`src/cgl_pkg.sv`:
```
// Shared types, codes and constants for the cell grid block.
package cgl_pkg;

  localparam int MAX_COLS    = 128;
  localparam int MAX_ROWS    = 16;
  localparam int SCROLL_ROWS = 2;
  localparam int CELL_DEPTH  = MAX_COLS * MAX_ROWS;
  localparam int PAIR_DEPTH  = MAX_COLS * SCROLL_ROWS;
  localparam int CELL_AW     = $clog2(CELL_DEPTH);
  localparam int PAIR_AW     = $clog2(PAIR_DEPTH);
  localparam int CNT_W       = CELL_AW + 1;

  // Request actions
  localparam logic [2:0] ACT_WRITE = 3'd0;
  localparam logic [2:0] ACT_READ  = 3'd1;
  localparam logic [2:0] ACT_TICK  = 3'd2;
  localparam logic [2:0] ACT_LIFE  = 3'd3;
  localparam logic [2:0] ACT_UP    = 3'd4;
  localparam logic [2:0] ACT_DOWN  = 3'd5;

  // Animation modes
  localparam logic [2:0] MODE_UP    = 3'd1;
  localparam logic [2:0] MODE_RIGHT = 3'd2;
  localparam logic [2:0] MODE_DOWN  = 3'd3;
  localparam logic [2:0] MODE_LEFT  = 3'd4;
  localparam logic [2:0] MODE_LIFE  = 3'd5;

  // Register indexes
  localparam logic [2:0] REG_COLUMNS   = 3'd0;
  localparam logic [2:0] REG_ROWS      = 3'd1;
  localparam logic [2:0] REG_ANIM_MODE = 3'd2;
  localparam logic [2:0] REG_SKIP      = 3'd3;
  localparam logic [2:0] REG_THRESHOLD = 3'd4;
  localparam logic [2:0] REG_FULL      = 3'd5;

  // Neighbor sequence steps: 0..7 neighbors, 8 the cell itself, 9 decide
  localparam logic [3:0] NB_SELF   = 4'd8;
  localparam logic [3:0] NB_DECIDE = 4'd9;

  typedef enum logic [3:0] {
    ST_CLEAR, ST_IDLE, ST_READ,
    ST_SNAP_RD, ST_SNAP_WR, ST_NB,
    ST_SAVE_RD, ST_SAVE_WR, ST_MOVE_RD, ST_MOVE_WR, ST_BACK_RD, ST_BACK_WR
  } state_t;

  typedef struct packed {
    state_t phase;
    logic   accept;
    logic   emit;
    logic   cnt_inc;
    logic   cnt_clr;
  } cmd_t;

  typedef struct packed {
    logic last;
    logic nb_end;
    logic out_free;
    logic tick_scroll;
    logic tick_life;
  } stat_t;

  // Row offset of neighbor step: -1, 0 or +1
  function automatic logic [1:0] nb_dj(input logic [2:0] k);
    case (k)
      3'd0, 3'd1, 3'd2: nb_dj = 2'b11;
      3'd3, 3'd4:       nb_dj = 2'b00;
      default:          nb_dj = 2'b01;
    endcase
  endfunction

  // Column offset of neighbor step
  function automatic logic [1:0] nb_dk(input logic [2:0] k);
    case (k)
      3'd0, 3'd3, 3'd5: nb_dk = 2'b11;
      3'd1, 3'd6:       nb_dk = 2'b00;
      default:          nb_dk = 2'b01;
    endcase
  endfunction

endpackage

```
`src/cgl_ctrl.sv`:
```
// Sequencer for clearing, requests, Life generations and scrolls.
module cgl_ctrl (
  input  logic           clk,
  input  logic           rst,
  input  logic           in_valid,
  output logic           in_ready,
  input  logic [2:0]     action,
  input  cgl_pkg::stat_t stat,
  output cgl_pkg::cmd_t  cmd
);

  cgl_pkg::state_t state, state_next;
  logic            acc;
  logic            go_life;
  logic            go_scroll;

  assign in_ready  = (state == cgl_pkg::ST_IDLE) && stat.out_free;
  assign acc       = in_ready && in_valid;
  assign go_life   = (action == cgl_pkg::ACT_LIFE) ||
                     ((action == cgl_pkg::ACT_TICK) && stat.tick_life);
  assign go_scroll = (action == cgl_pkg::ACT_UP) || (action == cgl_pkg::ACT_DOWN) ||
                     ((action == cgl_pkg::ACT_TICK) && stat.tick_scroll);

  always_ff @(posedge clk) begin
    if (rst) begin
      state <= cgl_pkg::ST_CLEAR;
    end else begin
      state <= state_next;
    end
  end

  // Next state
  always_comb begin
    state_next = state;
    case (state)
      cgl_pkg::ST_CLEAR:   if (stat.last) state_next = cgl_pkg::ST_IDLE;
      cgl_pkg::ST_IDLE: begin
        if (acc) begin
          if (action == cgl_pkg::ACT_READ) state_next = cgl_pkg::ST_READ;
          else if (go_life)                state_next = cgl_pkg::ST_SNAP_RD;
          else if (go_scroll)              state_next = cgl_pkg::ST_SAVE_RD;
        end
      end
      cgl_pkg::ST_READ:    state_next = cgl_pkg::ST_IDLE;
      cgl_pkg::ST_SNAP_RD: state_next = cgl_pkg::ST_SNAP_WR;
      cgl_pkg::ST_SNAP_WR: state_next = stat.last ? cgl_pkg::ST_NB : cgl_pkg::ST_SNAP_RD;
      cgl_pkg::ST_NB:      if (stat.nb_end && stat.last) state_next = cgl_pkg::ST_IDLE;
      cgl_pkg::ST_SAVE_RD: state_next = cgl_pkg::ST_SAVE_WR;
      cgl_pkg::ST_SAVE_WR: state_next = stat.last ? cgl_pkg::ST_MOVE_RD : cgl_pkg::ST_SAVE_RD;
      cgl_pkg::ST_MOVE_RD: state_next = cgl_pkg::ST_MOVE_WR;
      cgl_pkg::ST_MOVE_WR: state_next = stat.last ? cgl_pkg::ST_BACK_RD : cgl_pkg::ST_MOVE_RD;
      cgl_pkg::ST_BACK_RD: state_next = cgl_pkg::ST_BACK_WR;
      cgl_pkg::ST_BACK_WR: state_next = stat.last ? cgl_pkg::ST_IDLE : cgl_pkg::ST_BACK_RD;
      default:             state_next = cgl_pkg::ST_IDLE;
    endcase
  end

  // Commands
  always_comb begin
    cmd         = '0;
    cmd.phase   = state;
    cmd.accept  = acc;
    case (state)
      cgl_pkg::ST_CLEAR: begin
        cmd.cnt_inc = 1'b1;
        cmd.cnt_clr = stat.last;
      end
      cgl_pkg::ST_IDLE: begin
        cmd.emit = acc && (action != cgl_pkg::ACT_READ) && !go_life && !go_scroll;
      end
      cgl_pkg::ST_READ: cmd.emit = 1'b1;
      cgl_pkg::ST_SNAP_WR, cgl_pkg::ST_SAVE_WR, cgl_pkg::ST_MOVE_WR: begin
        cmd.cnt_inc = 1'b1;
        cmd.cnt_clr = stat.last;
      end
      cgl_pkg::ST_BACK_WR: begin
        cmd.cnt_inc = 1'b1;
        cmd.cnt_clr = stat.last;
        cmd.emit    = stat.last;
      end
      cgl_pkg::ST_NB: begin
        cmd.cnt_inc = stat.nb_end;
        cmd.cnt_clr = stat.nb_end && stat.last;
        cmd.emit    = stat.nb_end && stat.last;
      end
      default: cmd.cnt_inc = 1'b0;
    endcase
  end

endmodule

```
`config.mk`:
```
export PLATFORM = sky130hd
export DESIGN_NAME = cgl_ctrl
export DESIGN_NICKNAME = d
export VERILOG_FILES = /design/src/cgl_pkg.sv /design/src/cgl_ctrl.sv
export SDC_FILE = /design/constraint.sdc
export NUM_CORES = 1
export LEC_CHECK = 0
export BUFFER_PORTS_ARGS = -buffer_cell sky130_fd_sc_hd__buf_2
export CAP_MARGIN = 25
export CORE_AREA = 2 2 39 41
export DETAILED_ROUTE_END_ITERATION = 8
export DIE_AREA = 0 0 41 43
export GPL_TIMING_DRIVEN = 1
export HOLD_SLACK_MARGIN = 0.03
export PLACE_DENSITY = 0.74
export SLEW_MARGIN = 20
export SYNTH_ARGS = -nofsm -noshare
export SYNTH_HDL_FRONTEND = slang
export SYNTH_SLANG_ARGS = --single-unit
```
`constraint.sdc`:
```
create_clock -name clk -period 1.5 [get_ports clk]
set_input_delay 0.15 -clock clk [delete_from_list [all_inputs] [get_ports clk]]
set_output_delay 0.15 -clock clk [all_outputs]
set_load 0.01 [all_outputs]
```
# Word level (Yosys, flattened, before mapping)
# Index checks and enable logic that the tools add are counted.
[totals]
rom_bits = 0
latch_bits = 0
mem_count = 0
elab_cells = 52
ff_bits = 4
ramBits = 0
in_bits = 11
[classes]
shifts = 0
add_sub_neg = 0
eq_ne = 21
order_cmp = 0
reduce_logical = 16
multipliers = 0
n_mux = 14
bitwise_logic = 0
div = 0
[op_table]
columns = ["cell", "n"]
rows = [
  ["$pmux 4 s11", 1],
  ["$mux 4", 8],
  ["$eq 4x3->1 const B", 4],
  ["$eq 4x4->1 const B", 4],
  ["$eq 4x2->1 const B", 2],
  ["$logic_and 1x1->1", 8],
  ["$eq 3x2->1 const B", 2],
  ["$eq 3x3->1 const B", 2],
  ["$ne 2x2->1 const B", 3],
  ["$reduce_or 5->1", 1],
  ["$eq 4x1->1 const B", 1],
  ["$logic_not 4->1", 1],
  ["$ne 4x3->1 const B", 1],
  ["$pmux 1 s2", 2],
  ["$pmux 1 s4", 1],
  ["$reduce_and 4->1", 1],
  ["$eq 3x1->1 const B", 1],
  ["$logic_or 1x1->1", 3],
  ["$mux 3", 1],
  ["$ne 3x1->1 const B", 1],
  ["$logic_not 1->1", 2],
  ["$mux 2", 1],
]

# Longest topological paths before layout
# Gate-level depths: netlist of the first run.
[depth]
word_depth = 8
depth_mapped = 5
depth_no_buf = 4

# Worst setup path before layout of the first run
# OpenSTA, ideal clock, no wires.
[synth_timing]
kind = "reg-to-output"
start = "register state[2]"
end = "output port cmd[0] (netlist bit)"
path_buffers = 1
stages_incl_launch_ff = 6
arrival_time_ns = 1.153
path_slack_ns = 0.197
path_cell_list = "dfxtp_1 -> buf_4 -> o211a_1 -> nor3_1 -> a21oi_2 -> and2_1"
[synth_lines]
columns = ["item", "line_no", "source"]
rows = [
  ["from (decl)", "cgl_ctrl.sv:12", "cgl_pkg::state_t state, state_next;"],
  ["from (signal assigned)", "cgl_ctrl.sv:26", "state <= cgl_pkg::ST_CLEAR;"],
  ["from (signal assigned)", "cgl_ctrl.sv:28", "state <= state_next;"],
  ["to (decl)", "cgl_ctrl.sv:9", "output cgl_pkg::cmd_t cmd"],
]

==> flow_summary.yaml, run 1 <==
grt:
  grtUsageMet3_pct: 0
  busiest_layer: "met2"
  grt-ovfl-total: 0
  antenna_found_initial: 0
  use_met2_pct: 27.8
  grt_pass1_wl_um: 1990
  use_met1_pct: 18.6
  grt_max_degree: 16
  grtUsageTotal_pct: 16.0
  grt_pass1_vias: 503
clock_network:
  clk_latency_ns: 0.23
  postCtsHoldBufs: 0
  clockBufferDepth: 2
  clkTransAtPathRegs_ns: 0.04
  clock_sink_count: 4
  cts_htree_levels: 1
  cts-buffers-inserted: 3
  cts_root_buffer: "clkbuf_4"
  cts_tree: "done"
worst_setup_path:
  cp_top_family: "simple AND/OR/NAND/NOR gates"
  crit_slowest_cell: "dfxtp_4"
  crit_path_start_kind: "flip-flop"
  crit_type: "reg -> out"
  worstPathArrival_ns: 1.38
  required_ns: 1.35
  path_cells: "buf_6, or3b_1, o21ai_1, o21ai_1, nand2_1, buf_2"
  path_common_cell: "o21ai_1"
  end_kind: "primary output"
  crit_fanout: 4
  path_buf_inv: 2
  crit_path_max_incr_delay_ns: 0.35
timing:
  worst_clock_skew_ns: 0.00387
  whs_ns: 0.120
  layout_setup_ws_ns: -0.0260
  fin_crit_sh_pct: 102
  worst_slew_pin_slew_ns: 0.328
  hold_viol_final: 0
  fin_crit_ns: 1.53
  fmax_mhz: 655
  relSlewSlack_pct: 78.0
  setup_viol: 1
  rsz0062_at_grt: "true"
  finalMaxSlewViolations: 0
power_and_ir_drop:
  peakVddDrop_v: 0.000655
  power_uw: 887
  p_leak_uw: 0.000324
  p_per_area_nw_per_um2: 1290
final_layout:
  syn_to_final_growth_pct: 33.2
  ff_latch_area_um2: 88.8
  max_flop_register: "state"
  final_cell_mix: "buf_2 (19), nand2_1 (8), buf_4 (7)"
  top_regs: "state: 4 flops"
  fill_cells: 128
  fin_nets: 103
  layout-drive-gt1-share_pct: 47.8
  multi_input_area_um2: 398
  final_common_cell: "buf_2"
  num_antenna_cells: 0
  largest_register_ff_count: 4
synthesis:
  seq_area_frac_synth_pct: 15.5
  synthDistinctLibCells: 36
  netlist_area_um2: 517
  synth_area_leader_cell: "dfxtp_1"
  ys_ff_latch: 4
  synth.net_count: 77
  synth_top_area_share_pct: 15.5
  syn_inst: 66
  yosysWarnings: 0
  synth_area_per_cell_um2: 7.83
  synth.area.top_cells: "dfxtp_1 (15%), nand2_1 (5.8%), a21oi_1 (4.8%)"
routing:
  wl_per_cell_um: 12.4
  via_count: 560
  routed_wl_um: 1310
  drc: 0
  drtPass1Iterations: 4
  drtAntennaViolNets: 0
  first_iter_violations: 8
  vias_per_cell: 5.28
floorplanning:
  fp.dieH_um: 43
  die-width_um: 41
  die_area_um2: 1760
  rows: 14
  floorplan.initialDensity_pct: 37.3
  io_pins: 20
  core-area_um2: 1380
placement:
  port_buffers: 19
  place_congestion: 0.818
  dpl.hpwl_um: 984
flow_run:
  cap_violations: 0
hold_path:
  hold_path_class: "in -> reg"
outcome:
  violations: "setup timing"
  status: "finished, violations left"
[power by group]
part	internal, uW	total, uW	switching [uW]	leakage (uW)
registers	143	206	62.7	0.0000345
logic	288	551	263	0.000276
clock network	89.3	130	40.8	0.0000138
[synthesized netlist by cell type (all sizes together)]
cell	count
a2bb2oi	2
o311ai	1
o21a	1
a31oi	1
nand4	1
and2b	2
nor3b	1
xor2	1
o21ai	4
a21oi	6
nand2b	1
nor2	4
nor4b	1
o221a	1
o31a	1
nor3	3
o211ai	1
or3b	1
o31ai	2
and2	5
nand2	8
nor2b	2
nand3	2
dfxtp	4
clkbuf	1
nor4	2
buf	5
o211a	2
[worst register-to-register path: cells and delay by family, from the launching register on]
family	cells	cell delay, ns
buffers and inverters	1	0.15
flip-flops	1	0.35
AND/OR/NAND/NOR	2	0.52
AO/OA/AOI/OAI	2	0.28
[layout make-up]
type,count,share of cell area (%)
clock buffers,3,3.27
multi-input cells,56,57.8
flip-flops and latches,4,12.9
well taps,16,2.91
repair buffers,27,23.1
[cells by family after synthesis]
family / after synthesis / synth area share, %
compound gates: 22 / 31.7
simple gates: 33 / 40.9
flops: 4 / 15.5
xor+xnor: 1 / 1.70
buf+inv: 6 / 10.2
[worst paths after layout]
check,from,endpoint,slack (ns),depth (start not counted)
setup / recovery,state[0]$_SDFFE_PP0P_,cmd[2],-0.03,6
hold / removal,rst,state[1]$_SDFFE_PP0P_,0.12,2
setup reg to reg,state[0]$_SDFFE_PP0P_,state[2]$_SDFFE_PP0P_,0.13,5
hold reg to reg,state[0]$_SDFFE_PP0P_,state[0]$_SDFFE_PP0P_,0.71,3
[through the flow]
step	utilization, %	area (um2)	setup TNS (ns)	worst slack, ns	cells
floorplan	-	517	0	0.197	66
global placement	44.6	617	0	0.122	100
detailed placement	44.6	617	0	0.0720	100
CTS	48.8	676	-0.0517	-0.0517	105
global route	49.7	688	-0.0918	-0.0820	106
finish	49.7	688	-0.0260	-0.0260	106
[timing repair]
action | in CTS | in global routing
endpoints found under the hold margin | 0 | 0
gates resized for setup | 6 | 2
gates cloned | 0 | 0
buffers inserted | 2 | 1
endpoints found under the setup margin | 4 | 3
pin swaps | 3 | 4
[routing by layer]
layer	share of wire, %	wire (um)	vias to the layer above
met5	0	0	-
met4	0	0	0
met3	2.6	34	0
met2	56	736	9
met1	41	539	257
li1	-	-	294
(Power assumes the default switching activity.)
==> run 2, diff against run 1 <==
- BUFFER_PORTS_ARGS: -buffer_cell sky130_fd_sc_hd__buf_2 -> -buffer_cell sky130_fd_sc_hd__buf_4
==> run 2 against run 1 <==
Largest cell class unchanged. Critical path depth fell by 1. First-iteration DRC count fell by 38%. Hold slack got worse by 0.034 ns. Global-route usage rose by 2.2 points. The flow now finishes without violations. Via count rose by 10%. Power rose by 15%.
==> flow_summary.yaml, run 2 (synthesis gave the netlist of run 1 again) <==
routing:
  routed_wl_um: 1560
  drtAntennaViolNets: 0
  via_count: 616
  vias_per_cell: 5.60
  drc: 0
  first_iter_violations: 5
  drtPass1Iterations: 4
  wl_per_cell_um: 14.2
timing:
  layout_setup_ws_ns: 0.0422
  finalMaxSlewViolations: 0
  fin_crit_sh_pct: 97.2
  rsz0062_at_grt: "true"
  relSlewSlack_pct: 77.9
  hold_viol_final: 0
  whs_ns: 0.0860
  worst_clock_skew_ns: 0.0111
  setup_viol: 0
  fmax_mhz: 686
  worst_slew_pin_slew_ns: 0.330
  fin_crit_ns: 1.46
power_and_ir_drop:
  p_leak_uw: 0.000361
  p_clk_share_pct: 14.5
  peakVddDrop_v: 0.000801
  p_sw_share_pct: 40.7
  power_frac_seq_pct: 20.6
  p_sw_uw: 413
  p_int_uw: 602
  power_uw: 1020
  power_frac_comb_pct: 65.0
  p_per_area_nw_per_um2: 1300
grt:
  grt_pass1_vias: 492
  grt_pass1_wl_um: 2240
  use_met2_pct: 28.7
  grtUsageTotal_pct: 18.2
  use_met1_pct: 23.5
  antenna_found_initial: 0
  grtUsageMet3_pct: 5.24
  busiest_layer: "met2"
  grt-ovfl-total: 0
  grt_max_degree: 16
final_layout:
  multi_input_area_um2: 412
  layout-drive-gt1-share_pct: 53.2
  ff_latch_area_um2: 92.6
  syn_to_final_growth_pct: 51.1
  top_regs: "state: 4 flops"
  fill_cells: 136
  max_flop_register: "state"
  final_cell_mix: "buf_4 (28), nand2_1 (8), a21oi_1 (5)"
  final_common_cell: "buf_4"
  num_antenna_cells: 0
  largest_register_ff_count: 4
  stdcell_area_um2: 781
  fin_nets: 107
clock_network:
  clock_sink_count: 4
  clk_latency_ns: 0.25
  clkTransAtPathRegs_ns: 0.05
  cts_tree: "done"
  cts_root_buffer: "clkbuf_4"
  clockBufferDepth: 2
  cts_htree_levels: 1
  cts-buffers-inserted: 3
floorplanning:
  die-width_um: 41
  io_pins: 20
  rows: 14
  floorplan.initialDensity_pct: 37.3
  die_area_um2: 1760
  fp.dieH_um: 43
  core-area_um2: 1380
worst_setup_path:
  required_ns: 1.35
  end_kind: "primary output"
  crit_path_start_kind: "flip-flop"
  crit_type: "reg -> out"
  worstPathArrival_ns: 1.31
  crit_fanout: 8
placement:
  place_area_um2: 672
  port_buffers: 19
  dp_slack_ns: 0.0612
  place_congestion: 0.777
  dpl.hpwl_um: 1040
flow_run:
  cap_violations: 0
hold_path:
  hold_path_class: "in -> reg"
outcome:
  status: "finished, final reports clean"
## run 2: changes by cell type in the layout (fill, tap and decap cells not counted), sizes merged
| cell | before | now |
|---|---|---|
| buf | 27 | 30 |
| clkbuf | 3 | 4 |
## run 2: path summary, 6_finish.rpt
path / startpoint / end / slack (ns) / depth (start not counted)
hold / removal: rst / state[1]$_SDFFE_PP0P_ / 0.09 / 2
setup reg to reg: state[0]$_SDFFE_PP0P_ / state[0]$_SDFFE_PP0P_ / 0.10 / 5
hold reg to reg: state[0]$_SDFFE_PP0P_ / state[3]$_SDFFE_PP0P_ / 0.76 / 3
setup / recovery: state[2]$_SDFFE_PP0P_ / cmd[2] / 0.04 / 5
## run 2: power by group through the flow
stage | combinational, uW | sequential (uW) | clock (uW)
after floorplan | 367 | 178 | 0
after global placement | 517 | 205 | 0
after detailed placement | 521 | 208 | 0
after CTS | 532 | 218 | 137
after global routing | 717 | 214 | 161
final | 660 | 209 | 147
## run 2: what timing repair did
item	CTS	global route
buffers inserted	0	6
resized for setup	6	10
pin swaps	1	5
hold buffers	0	0
setup endpoints to repair	5	3
## run 2: through the flow
stage | utilization, % | TNS, ns | cells
after floorplan | - | 0 | 66
after global placement | 48.6 | 0 | 101
after detailed placement | 48.6 | 0 | 101
after CTS | 51.2 | 0 | 104
after global routing | 56.4 | -0.0501 | 110
final | 56.4 | 0 | 110
## run 2: per-layer routing
layer	up-vias	share of wire (%)	wire (um)
li1	301	-	-
met1	295	43	671
met2	14	50	782
met3	6	3.9	61
met4	0	2.7	42
met5	-	0	0
## run 2: worst max-delay path: stages, from the launching register on
cell and delay, ns:
dfxtp_4 0.38, or3b_1 0.38, o21ai_1 0.08, o21ai_1 0.07
nand2_1 0.06, buf_4 0.11
## run 2: area by class of cell
cell class,instances,share of cell area (%)
well taps,16,2.56
flip-flops and latches,4,11.9
repair buffers,31,30.0
multi-input cells,56,52.7
clock buffers,3,2.88
